**src/hw/rtl/tcce_pkg.sv**
```systemverilog
package tcce_pkg;

	// Result actions
	typedef enum logic [1:0] {
		ACT_DRAW   = 2'd0,
		ACT_SCROLL = 2'd1,
		ACT_CLEAR  = 2'd2,
		ACT_NONE   = 2'd3
	} act_t;

	// Sequencer states
	typedef enum logic [2:0] {
		ST_IDLE,
		ST_DECODE,
		ST_MOD,
		ST_WRAP,
		ST_DRAW,
		ST_END
	} state_t;

	// Configuration register indexes
	localparam logic [2:0] REG_SCREEN_COLUMNS = 3'd0;
	localparam logic [2:0] REG_SCREEN_ROWS    = 3'd1;
	localparam logic [2:0] REG_TAB_SIZE       = 3'd2;
	localparam logic [2:0] REG_WRAP_ENABLE    = 3'd3;
	localparam logic [2:0] REG_GLYPH_COUNT    = 3'd4;

	// Input modes
	localparam logic MODE_CHAR  = 1'b0;
	localparam logic MODE_CLEAR = 1'b1;

	// Control bytes
	localparam logic [7:0] CHAR_TAB     = 8'h09;
	localparam logic [7:0] CHAR_NEWLINE = 8'h0A;
	localparam logic [7:0] CHAR_RETURN  = 8'h0D;
	localparam logic [7:0] CHAR_SPACE   = 8'h20;

	localparam int RESULT_LIMIT = 32;
	localparam int CNT_W        = $clog2(RESULT_LIMIT + 1);

	// One result item, action in the lowest bits
	typedef struct packed {
		logic [8:0] glyph_index;
		logic [6:0] cell_row;
		logic [7:0] cell_column;
		act_t       action;
	} res_t;

endpackage

```
**src/hw/rtl/text_console_cursor_engine_top.sv**
```systemverilog
// Text console cursor engine.
//
// Input stream (s_axis): one transfer per console item. tuser carries the mode
// (0 character byte, 1 clear screen and home cursor), tdata carries the byte.
// Output stream (m_axis): display commands, one per transfer: draw a glyph cell,
// scroll up one row, clear screen, or none. tlast marks the final command of an
// item; every item gives at least one command and at most 32.
// Configuration: cfg_wr_en writes cfg_data into register cfg_index (0 columns,
// 1 rows, 2 tab size, 3 wrap enable, 4 glyph count). Write only while idle.
//
// Sequencing: one item at a time. A clear, newline or carriage return passes
// the decode and end states before its command is loaded into the output.
// A plain character passes decode, wrap check, draw and end. A tab runs a
// bit-serial remainder of the cursor column by the tab size and then two
// steps (wrap check, draw) per space. The input is ready again once the final
// command sits in the output register.
// Reset clears the cursor to (0, 0), loads the register defaults and empties
// the output. A stalled receiver holds the output register; the sequencer then
// waits on the one held-back command until the output frees.
module text_console_cursor_engine_top
	import tcce_pkg::*;
#(
	parameter int MAX_TAB_SIZE = 16
) (
	input  logic        clk,
	input  logic        arst_n,
	input  logic        s_axis_tvalid,
	output logic        s_axis_tready,
	input  logic [7:0]  s_axis_tdata,   // [7:0] character
	input  logic        s_axis_tuser,   // [0] mode
	output logic        m_axis_tvalid,
	input  logic        m_axis_tready,
	output logic [31:0] m_axis_tdata,   // [1:0] action, [9:2] cell_column,
	                                    // [16:10] cell_row, [25:17] glyph_index
	output logic        m_axis_tlast,
	input  logic        cfg_wr_en,
	input  logic [2:0]  cfg_index,
	input  logic [9:0]  cfg_data
);

	localparam int TW = $clog2(MAX_TAB_SIZE + 1);

	// Configuration registers
	logic [7:0] columns_q;
	logic [6:0] rows_q;
	logic [4:0] tab_size_q;
	logic       wrap_en_q;
	logic [9:0] glyph_count_q;

	// Cursor and sequencer state
	state_t          state_q, state_d;
	logic [7:0]      col_q;
	logic [6:0]      row_q;
	logic [TW-1:0]   pending_q;
	logic            wrapped_q;
	logic [CNT_W-1:0] cnt_q;

	// Item and remainder unit
	logic            mode_q;
	logic [7:0]      char_q;
	logic [8:0]      glyph_q;
	logic [TW-1:0]   tab_q;
	logic [TW-1:0]   rem_q;
	logic [2:0]      bit_idx_q;

	// Held-back result and output register
	res_t hold_q;
	logic hold_v_q;
	res_t out_q;
	logic out_v_q;
	logic out_last_q;

	// Combinational signals
	logic          out_free;
	logic          gen_v;
	res_t          gen_res;
	logic          gen_ok;
	logic          stall;
	logic          wrap_go;
	logic [6:0]    row_inc;
	logic          row_over;
	logic [6:0]    row_stepped;
	logic [TW:0]   rem_shift;
	logic          rem_ge;
	logic [TW-1:0] rem_next;
	logic [TW-1:0] tab_eff;
	logic [7:0]    sel_char;
	logic [8:0]    glyph_sel;
	logic          draw_done;

	assign s_axis_tready = (state_q == ST_IDLE);
	assign m_axis_tvalid = out_v_q;
	assign m_axis_tdata  = {6'd0, out_q};
	assign m_axis_tlast  = out_last_q;

	assign out_free = !out_v_q || m_axis_tready;

	// Row step: saturate at 127, then pull back one row and scroll on overflow
	assign row_inc     = (row_q != 7'h7F) ? row_q + 7'd1 : row_q;
	assign row_over    = (row_inc >= rows_q);
	assign row_stepped = (row_over && row_inc != 7'd0) ? row_inc - 7'd1 : row_inc;

	// Subtract-compare unit for the tab remainder: one remainder bit per cycle
	assign rem_shift = {rem_q, col_q[bit_idx_q]};
	assign rem_ge    = (rem_shift >= {1'b0, tab_q});
	assign rem_next  = rem_ge ? TW'(rem_shift - {1'b0, tab_q}) : TW'(rem_shift);

	// Tab size 0 acts as 1, above the maximum as the maximum
	always_comb begin
		if (tab_size_q == 5'd0) begin
			tab_eff = TW'(1);
		end else if (int'(tab_size_q) > MAX_TAB_SIZE) begin
			tab_eff = TW'(MAX_TAB_SIZE);
		end else begin
			tab_eff = TW'({1'b0, tab_size_q});
		end
	end

	// Glyph choice: the byte (space for a tab) if 1..127 and inside the font, else glyph 0
	assign sel_char  = (char_q == CHAR_TAB) ? CHAR_SPACE : char_q;
	assign glyph_sel = (sel_char != 8'd0 && !sel_char[7] &&
	                    {2'b00, sel_char} < glyph_count_q) ? {1'b0, sel_char} : 9'd0;

	assign draw_done = wrapped_q || (pending_q == TW'(1));

	// Result generation per state
	always_comb begin
		gen_v   = 1'b0;
		gen_res = '{glyph_index: 9'd0, cell_row: 7'd0, cell_column: 8'd0,
		            action: ACT_NONE};
		wrap_go = wrap_en_q && (col_q >= columns_q);
		unique case (state_q)
			ST_DECODE: begin
				if (mode_q == MODE_CLEAR) begin
					gen_v          = 1'b1;
					gen_res.action = ACT_CLEAR;
				end else if (char_q == CHAR_NEWLINE) begin
					gen_v          = row_over;
					gen_res.action = ACT_SCROLL;
				end
			end
			ST_WRAP: begin
				gen_v          = wrap_go && row_over;
				gen_res.action = ACT_SCROLL;
			end
			ST_DRAW: begin
				gen_v               = (col_q < columns_q);
				gen_res.action      = ACT_DRAW;
				gen_res.cell_column = col_q;
				gen_res.cell_row    = row_q;
				gen_res.glyph_index = glyph_q;
			end
			default: begin
			end
		endcase
	end

	// Results beyond the limit are dropped and never stall
	assign gen_ok = gen_v && (cnt_q < CNT_W'(RESULT_LIMIT));
	assign stall  = gen_ok && hold_v_q && !out_free;

	// Next state
	always_comb begin
		state_d = state_q;
		unique case (state_q)
			ST_IDLE: begin
				if (s_axis_tvalid) begin
					state_d = ST_DECODE;
				end
			end
			ST_DECODE: begin
				if (mode_q == MODE_CLEAR || char_q == CHAR_NEWLINE ||
				    char_q == CHAR_RETURN) begin
					state_d = ST_END;
				end else if (char_q == CHAR_TAB) begin
					state_d = ST_MOD;
				end else begin
					state_d = ST_WRAP;
				end
			end
			ST_MOD: begin
				if (bit_idx_q == 3'd0) begin
					state_d = ST_WRAP;
				end
			end
			ST_WRAP: begin
				if (!stall) begin
					state_d = ST_DRAW;
				end
			end
			ST_DRAW: begin
				if (!stall) begin
					state_d = draw_done ? ST_END : ST_WRAP;
				end
			end
			ST_END: begin
				if (out_free) begin
					state_d = ST_IDLE;
				end
			end
			default: state_d = ST_IDLE;
		endcase
	end

	// Configuration registers
	always_ff @(posedge clk or negedge arst_n) begin
		if (!arst_n) begin
			columns_q     <= 8'd160;
			rows_q        <= 7'd45;
			tab_size_q    <= 5'd4;
			wrap_en_q     <= 1'b0;
			glyph_count_q <= 10'd256;
		end else if (cfg_wr_en) begin
			unique case (cfg_index)
				REG_SCREEN_COLUMNS: columns_q     <= cfg_data[7:0];
				REG_SCREEN_ROWS:    rows_q        <= cfg_data[6:0];
				REG_TAB_SIZE:       tab_size_q    <= cfg_data[4:0];
				REG_WRAP_ENABLE:    wrap_en_q     <= cfg_data[0];
				REG_GLYPH_COUNT:    glyph_count_q <= cfg_data;
				default: begin
				end
			endcase
		end
	end

	// Control state: sequencer, cursor, result bookkeeping
	always_ff @(posedge clk or negedge arst_n) begin
		if (!arst_n) begin
			state_q   <= ST_IDLE;
			col_q     <= 8'd0;
			row_q     <= 7'd0;
			pending_q <= '0;
			wrapped_q <= 1'b0;
			cnt_q     <= '0;
			hold_v_q  <= 1'b0;
			out_v_q   <= 1'b0;
		end else begin
			state_q <= state_d;

			// Drain the output register on a transfer
			if (out_v_q && m_axis_tready) begin
				out_v_q <= 1'b0;
			end

			// Keep one result back so the final one can carry tlast
			if (gen_ok && !stall) begin
				hold_v_q <= 1'b1;
				cnt_q    <= cnt_q + CNT_W'(1);
				if (hold_v_q) begin
					out_v_q <= 1'b1;
				end
			end

			unique case (state_q)
				ST_IDLE: begin
					cnt_q     <= '0;
					wrapped_q <= 1'b0;
				end
				ST_DECODE: begin
					if (mode_q == MODE_CLEAR) begin
						col_q <= 8'd0;
						row_q <= 7'd0;
					end else if (char_q == CHAR_NEWLINE) begin
						col_q <= 8'd0;
						row_q <= row_stepped;
					end else if (char_q == CHAR_RETURN) begin
						col_q <= 8'd0;
					end else if (char_q != CHAR_TAB) begin
						pending_q <= TW'(1);
					end
				end
				ST_MOD: begin
					if (bit_idx_q == 3'd0) begin
						pending_q <= tab_q - rem_next;
					end
				end
				ST_WRAP: begin
					if (!stall) begin
						wrapped_q <= wrap_go;
						if (wrap_go) begin
							col_q <= 8'd0;
							row_q <= row_stepped;
						end
					end
				end
				ST_DRAW: begin
					if (!stall) begin
						pending_q <= pending_q - TW'(1);
						if (col_q != 8'hFF) begin
							col_q <= col_q + 8'd1;
						end
					end
				end
				ST_END: begin
					if (out_free) begin
						hold_v_q <= 1'b0;
						out_v_q  <= 1'b1;
					end
				end
				default: begin
				end
			endcase
		end
	end

	// Payload registers
	always_ff @(posedge clk) begin
		if (state_q == ST_IDLE && s_axis_tvalid) begin
			mode_q <= s_axis_tuser;
			char_q <= s_axis_tdata;
		end

		if (state_q == ST_DECODE) begin
			glyph_q   <= glyph_sel;
			tab_q     <= tab_eff;
			rem_q     <= '0;
			bit_idx_q <= 3'd7;
		end else if (state_q == ST_MOD) begin
			rem_q     <= rem_next;
			bit_idx_q <= bit_idx_q - 3'd1;
		end

		if (gen_ok && !stall) begin
			hold_q <= gen_res;
			if (hold_v_q) begin
				out_q      <= hold_q;
				out_last_q <= 1'b0;
			end
		end

		if (state_q == ST_END && out_free) begin
			out_last_q <= 1'b1;
			if (hold_v_q) begin
				out_q <= hold_q;
			end else begin
				out_q <= '{glyph_index: 9'd0, cell_row: 7'd0, cell_column: 8'd0,
				           action: ACT_NONE};
			end
		end
	end

endmodule

```
**config.mk**
```make
export PLATFORM = sky130hd
export DESIGN_NAME = text_console_cursor_engine_top
export DESIGN_NICKNAME = d
export VERILOG_FILES = /design/src/hw/rtl/tcce_pkg.sv /design/src/hw/rtl/text_console_cursor_engine_top.sv
export SDC_FILE = /design/constraint.sdc
export NUM_CORES = 1
export LEC_CHECK = 0
export ABC_CLOCK_PERIOD_IN_PS = 6250
export BUFFER_PORTS_ARGS = -buffer_cell sky130_fd_sc_hd__buf_4
export CAP_MARGIN = 10
export CORE_UTILIZATION = 44
export CTS_CLUSTER_SIZE = 14
export DETAILED_ROUTE_END_ITERATION = 12
export PLACE_DENSITY = 0.69
export SYNTH_ARGS = -nofsm -noshare
export SYNTH_HDL_FRONTEND = slang
export SYNTH_SLANG_ARGS = --single-unit
```
**constraint.sdc**
```tcl
create_clock -name clk -period 6.25 [get_ports clk]
set_input_delay 1.875 -clock clk [delete_from_list [all_inputs] [get_ports clk]]
set_output_delay 1.875 -clock clk [all_outputs]
set_load 0.03 [all_outputs]
```
; ---- Word-level counts from Yosys, hierarchy flattened
; Cells that the tools add are included.
[op_classes]
addsub = 8
order_cmp = 8
eq_ne = 29
n_mux = 58
reduce_logical = 46
[op_table]
columns = op, n
row1 = 26-bit 2-to-1 mux, 4
row2 = 8-bit 2-to-1 mux, 8
row3 = 7-bit 2-to-1 mux, 6
row4 = 5-bit 2-to-1 mux, 8
row5 = "8-bit by 4-bit equality test with 1-bit output, second input constant", 3
row6 = 8-bit case mux with 3 select lines, 1
row7 = "2-bit inequality test, second input constant", 11
row8 = 3-bit 2-to-1 mux, 7
row9 = 3-bit case mux with 6 select lines, 1
row10 = 2-bit AND reduction, 8
row11 = 5-bit case mux with 3 select lines, 1
row12 = 7-bit case mux with 2 select lines, 1
row13 = 1-bit 2-to-1 mux, 13
row14 = "3-bit by 2-bit equality test with 1-bit output, second input constant", 4
row15 = 1-bit logical AND, 12
row16 = 6-bit 2-to-1 mux, 2
row17 = 8-bit by 10-bit less-than comparator with 1-bit output, 1
row18 = 2-bit nonzero test, 5
row19 = 5-bit subtractor, 2
row20 = "3-bit equality test, second input constant", 3
row21 = 3-bit logical NOT, 3
row22 = "8-bit by 1-bit adder with 8-bit output, second input constant", 1
row23 = 8-bit >= comparator, 1
row24 = 8-bit less-than comparator, 1
row25 = 33 further kinds, 42
[word_totals]
regBits = 147
input_bits = 27
output_inout_bits = 35
elab_cells = 179

; ---- Depth between registers and ports, before layout
[logic_depth]
ltp_word = 14
ltp_mapped = 17
mapped_depth_nobuf = 17

; ---- Least setup slack after synthesis
; No wires, ideal clock.
[synth_timing]
path_type = reg-to-reg
startpoint = register row_q[0]
endpoint = register out_q, in the netlist m_axis_tdata[0] (enable)
setup_time_ps = 417
arrival_ps = 4067
required_time_ps = 5833
setup_slack_ps = 1766
path_stages_with_launch = 13
path_buffers = 0
synth_period_minus_slack_ps = 4484
cell_sequence = dfrtp_1 ha_1 and4_1 nor2b_1 o21ai_0 o21ai_0 ha_1 nand2_1 nor3_1 a21oi_1 a2111oi_4 o21ai_0 a21oi_1
[synth_via]
elab_chain_len = 13
word_cells_on_any_way = 15
classes_between = 1 x add/sub / 1 x order compare / 1 x eq/ne / 4 x mux / 8 x reduce/logical
[synth_rtl]
columns = element, line_no
row1 = start: declaration, text_console_cursor_engine_top.sv:53  ; logic [6:0] row_q;
row2 = start signal: assignment, text_console_cursor_engine_top.sv:265  ; row_q <= row_stepped;
row3 = start signal: assignment, text_console_cursor_engine_top.sv:282  ; row_q <= row_stepped;
row4 = 7-bit by 1-bit adder with 7-bit output or 7-bit inequality test (tied branches), text_console_cursor_engine_top.sv:99  ; assign row_inc = (row_q != 7'h7F) ? row_q + 7'd1 : row_q;
row5 = 7-bit 2-to-1 mux *, text_console_cursor_engine_top.sv:99
row6 = 7-bit >= comparator *, text_console_cursor_engine_top.sv:100  ; assign row_over = (row_inc >= rows_q);
row7 = 1-bit 2-to-1 mux, text_console_cursor_engine_top.sv:137  ; end else if (char_q == CHAR_NEWLINE) begin
row8 = 1-bit 2-to-1 mux, text_console_cursor_engine_top.sv:134  ; if (mode_q == MODE_CLEAR) begin
row9 = 1-bit case mux with 3 select lines *, text_console_cursor_engine_top.sv:132  ; unique case (state_q)
row10 = 1-bit logical AND *, text_console_cursor_engine_top.sv:159  ; assign gen_ok = gen_v && (cnt_q < CNT_W'(RESULT_LIMIT));
row11 = 1-bit logical AND (2 in a row), text_console_cursor_engine_top.sv:160  ; assign stall = gen_ok && hold_v_q && !out_free;
row12 = 1-bit logical NOT, text_console_cursor_engine_top.sv:323  ; if (gen_ok && !stall) begin
row13 = 1-bit logical AND *, text_console_cursor_engine_top.sv:323
row14 = 2-bit nonzero test (no line) *, --
row15 = 2-bit AND reduction (no line) *, --
row16 = end signal: assignment, text_console_cursor_engine_top.sv:326  ; out_q <= hold_q;
row17 = end signal: assignment, text_console_cursor_engine_top.sv:334  ; out_q <= hold_q;
row18 = end signal: assignment, text_console_cursor_engine_top.sv:336  ; out_q <= '{glyph_index: 9'd0, cell_row: 7'd0, cell_column: 8'd0,
row19 = end: declaration, text_console_cursor_engine_top.sv:69  ; res_t out_q;
; Every way passes the cells marked *; elsewhere a longest branch is shown, timed or not.
; A chain may end at the register's enable or synchronous reset.

; ---- Worst setup path in the final report
[layout_timing]
startpoint = register row_q[0]
endpoint = register cnt_q[0]
[layout_via]
elab_chain_len = 12
word_cells_on_any_way = 14
classes_between = 1 x add/sub / 1 x order compare / 1 x eq/ne / 4 x mux / 7 x reduce/logical
[layout_rtl]
columns = element, line_no
row1 = 7-bit by 1-bit adder with 7-bit output or 7-bit inequality test (tied branches), text_console_cursor_engine_top.sv:99
row2 = 7-bit 2-to-1 mux *, text_console_cursor_engine_top.sv:99
row3 = 7-bit >= comparator *, text_console_cursor_engine_top.sv:100
row4 = 1-bit 2-to-1 mux, text_console_cursor_engine_top.sv:137
row5 = 1-bit 2-to-1 mux, text_console_cursor_engine_top.sv:134
row6 = 1-bit case mux with 3 select lines *, text_console_cursor_engine_top.sv:132
row7 = 1-bit logical AND *, text_console_cursor_engine_top.sv:159
row8 = 1-bit logical AND (2 in a row), text_console_cursor_engine_top.sv:160
row9 = 1-bit logical NOT, text_console_cursor_engine_top.sv:246  ; if (gen_ok && !stall) begin
row10 = 1-bit logical AND *, text_console_cursor_engine_top.sv:246
row11 = 2-bit nonzero test (no line) *, --
row12 = end signal: assignment, text_console_cursor_engine_top.sv:248  ; cnt_q <= cnt_q + CNT_W'(1);
row13 = end: declaration, text_console_cursor_engine_top.sv:56  ; logic [CNT_W-1:0] cnt_q;
; Marks and branches as above.

==> run_results.csv <==
group,metric,value,unit
run_status,status,"complete, no violations",
layout,seq_area,3930,sq um
synthesis,yosysSeqAreaShare,52.5,%
drt,vias,5385,
timing,worstMarginPinSlew,999,ps
placed_design,post-dp-hpwl,11600,um
placed_design,gp_congestion,0.882,
timing,hold_viol_final,0,
grt,grt_pass1_wl,26000,um
synthesis,avgSynthCellArea,10.8,sq um
power,finalPower,3930,uW
synthesis,synthCells,694,
grt,overflow,0,
die,coreArea,16600,sq um
timing,fin_crit,4460,ps
layout,final_core_util,52.3,%
layout,final_design_area_no_fill,8670,sq um
power,p_leak,0.00364,uW
die,start_util,45.1,%
clocking,clkTransAtPathRegs,60,ps
timing,relSlewSlack,33.3,%
clocking,cts_max_level,4,
layout,insertedDiodeCount,0,
layout,fillers,1492,
drt,avgViaCountPerCell,5.47,
timing,fmax,0.224,GHz
drt,wl,15900,um
layout,final_common_cell,"edfxtp_1",
clocking,worstSkewPairLatency,420,ps
clocking,clock_path_buffers,2,
layout,final_cell_mix,"edfxtp_1 (72), buf_4 (62), nand2_1 (58)",
timing,drv_slew,0,
timing,rsz0062_at_grt,"false",
clocking,cts_inserted_buffers,17,
job,maxCapViolations,0,
drt,drc,0,
placed_design,port_buffers,54,
clocking,cts_tree,"yes",
timing,tns,0,ps
die,die_w,132,um
timing,finClkSkew,9.10,ps
grt,grt_max_degree,64,
worst_setup_path,crit_arrival,4760,ps
grt,grt_antenna_before_repair,0,
clocking,cts_setup_buffers,0,
worst_setup_path,critPathLaunchType,"flip-flop",
layout,nNetsFinal,822,
synthesis,synth-adder-area-share,7.55,%
layout,multi_input_area,3270,sq um
synthesis,synth_top_family_by_area,"simple AND/OR/NAND/NOR gates",
drt,first_pass_iters,5,
synthesis,synth_async_sr_flop_share,43.8,%
synthesis,synth_mux_area_share,3.07,%
power,ir_drop,210,uV
synthesis,synth_edf_count,72,
synthesis,yosys.area_share.xor_xnor,1.99,%
drt,drt_iter0_markers,361,
die,ios,62,
worst_setup_path,crit_fanout,28,
power,cellPowerDensity,454,nW/um^2
worst_setup_path,required,6550,ps
clocking,clockRootBuffer,"clkbuf_16",
placed_design,dpl-instance-area,8120,sq um
worst_setup_path,endpoint_kind,"flip-flop",
worst_setup_path,timing.rr.start,"row_q[0]$_DFFE_PN0P_",
clocking,cts_resized,0,
synthesis,synth-simple-area-share,16.4,%
worst_setup_path,crit_path_start,"row_q[0]$_DFFE_PN0P_",
synthesis,synth_cell_types,70,
die,die_y,132,um
synthesis,syn_area,7490,sq um
timing,setup_violations,0,
grt,grt_use_total,19.1,%
layout,drive_gt1_share,16.9,%
synthesis,yosys_most_used_dff,"edfxtp_1",
layout,area_growth,15.8,%
drt,wl_per_cell,16.2,um
synthesis,synth-compound-area-share,14.0,%
synthesis,ys_ff_latch,144,
grt,grt_pass1_vias,5035,
min_path,hp-start,"rem_q[4]$_SDFFE_PP0P_",
worst_setup_path,crit_type,"reg -> reg",
timing,period_share,71.3,%
clocking,cts.sinks,144,
drt,ant_nets,0,
clocking,ctsHoldBuffers,0,
synthesis,ys_warn_count,0,
die,die_area,17500,sq um
min_path,holdCritPathClass,"reg -> reg",
die,rows,47,
[cells by family (layout without fill, tap and decap cells)]
group	after synthesis	in the layout
fa+ha+maj	44	44
mux	19	19
simple gates	228	228
other cells	1	8
flops	144	144
compound gates	161	161
buf+inv	80	143
xor+xnor	17	17
[flip-flops by register name, indices dropped and copies added, names as in the netlist, 3 cells and up]
name           count
rows_q             7
bit_idx_q          3
tab_q              5
cnt_q              6
glyph_count_q     10
state_q            3
m_axis_tdata      25
tab_size_q         5
columns_q          8
rem_q              5
row_q              7
pending_q          5
char_q             8
glyph_q            8
hold_q            25
col_q              8
[through the flow]
stage	instances	hold WS (ps)	setup slack, ps
2_1_floorplan	701	437	1770
3_3_place_gp	952	448	2100
3_5_place_dp	952	454	1820
4_1_cts	984	463	1800
5_1_grt	984	516	1480
6_report	984	460	1790
[Yosys cell counts, types with 3 or more instances]
library cell | number | area [sq um]
nor4b_1 | 4 | 35.0
and3_1 | 26 | 163
or3_1 | 5 | 31.3
a21oi_1 | 34 | 170
a211oi_1 | 4 | 30.0
or2_2 | 5 | 31.3
mux2i_1 | 5 | 50.1
nor3b_1 | 6 | 45.0
nand4_1 | 5 | 31.3
edfxtp_1 | 72 | 2160
xnor2_1 | 12 | 105
o21ai_0 | 57 | 285
mux2_2 | 12 | 135
and2_1 | 13 | 81.3
o22a_1 | 5 | 43.8
o211ai_1 | 5 | 37.5
nor2_1 | 33 | 124
and4_1 | 3 | 26.3
dfrtp_1 | 55 | 1380
xor2_1 | 5 | 43.8
o32ai_1 | 3 | 26.3
o31ai_1 | 12 | 90.1
nor2b_1 | 31 | 194
nand2b_1 | 4 | 25.0
ha_1 | 42 | 526
nand3_1 | 13 | 65.1
buf_4 | 8 | 60.1
dfxtp_1 | 9 | 180
a31oi_1 | 4 | 25.0
nor3_1 | 10 | 50.1
clkbuf_1 | 21 | 78.8
a21o_1 | 7 | 52.6
dfstp_2 | 8 | 210
inv_1 | 47 | 176
nand2_1 | 58 | 218
[layer usage]
layer / vias up / part of all wire, % / GRT usage (%)
met1: 2579 / 48 / 27.1
met3: 19 / 5.1 / 2.99
met4: 0 / 1.8 / 8.43
met2: 172 / 45 / 28.9
li1: 2615 / - / -
met5: - / 0 / 0
[critical path, stage by stage, from the launching register on]
cell	delay (ps)
dfrtp_1	470
ha_1	250
and4_1	280
nor2b_1	400
xor2_1	410
ha_1	310
nand2b_1	140
a211o_1	280
a21oi_1	500
a2111oi_4	150
o21ai_2	270
inv_1	480
xnor2_1	330
nor2_1	60
[power breakdown]
| group | switching (uW) | total, uW | internal [uW] |
|---|---|---|---|
| sequential | 178 | 1480 | 1300 |
| combinational | 925 | 1510 | 588 |
| clock | 391 | 937 | 546 |
| total | 1490 | 3930 | 2440 |
[final cells by class]
type	instances	area share [%]
Clock buffer	19	4.99
Clock inverter	13	1.33
Inverter	49	2.12
Multi-Input combinational cell	477	37.7
Sequential cell	144	45.3
Tap cell	220	3.18
Timing Repair Buffer	62	5.37
[worst paths after layout]
kind,cells after the start,slack (ps),endpoint
worst min register to register,2,460,rem_q[4]$_SDFFE_PP0P_
max in group asynchronous,1,4130,row_q[5]$_DFFE_PN0P_
min in group asynchronous,1,1570,tab_size_q[1]$_DFFE_PN0P_
worst max register to register,13,1790,cnt_q[0]$_DFFE_PN0P_
worst min-delay path,2,460,rem_q[4]$_SDFFE_PP0P_
worst max-delay path,13,1790,cnt_q[0]$_DFFE_PN0P_
Power figures use the tool's default switching activity.
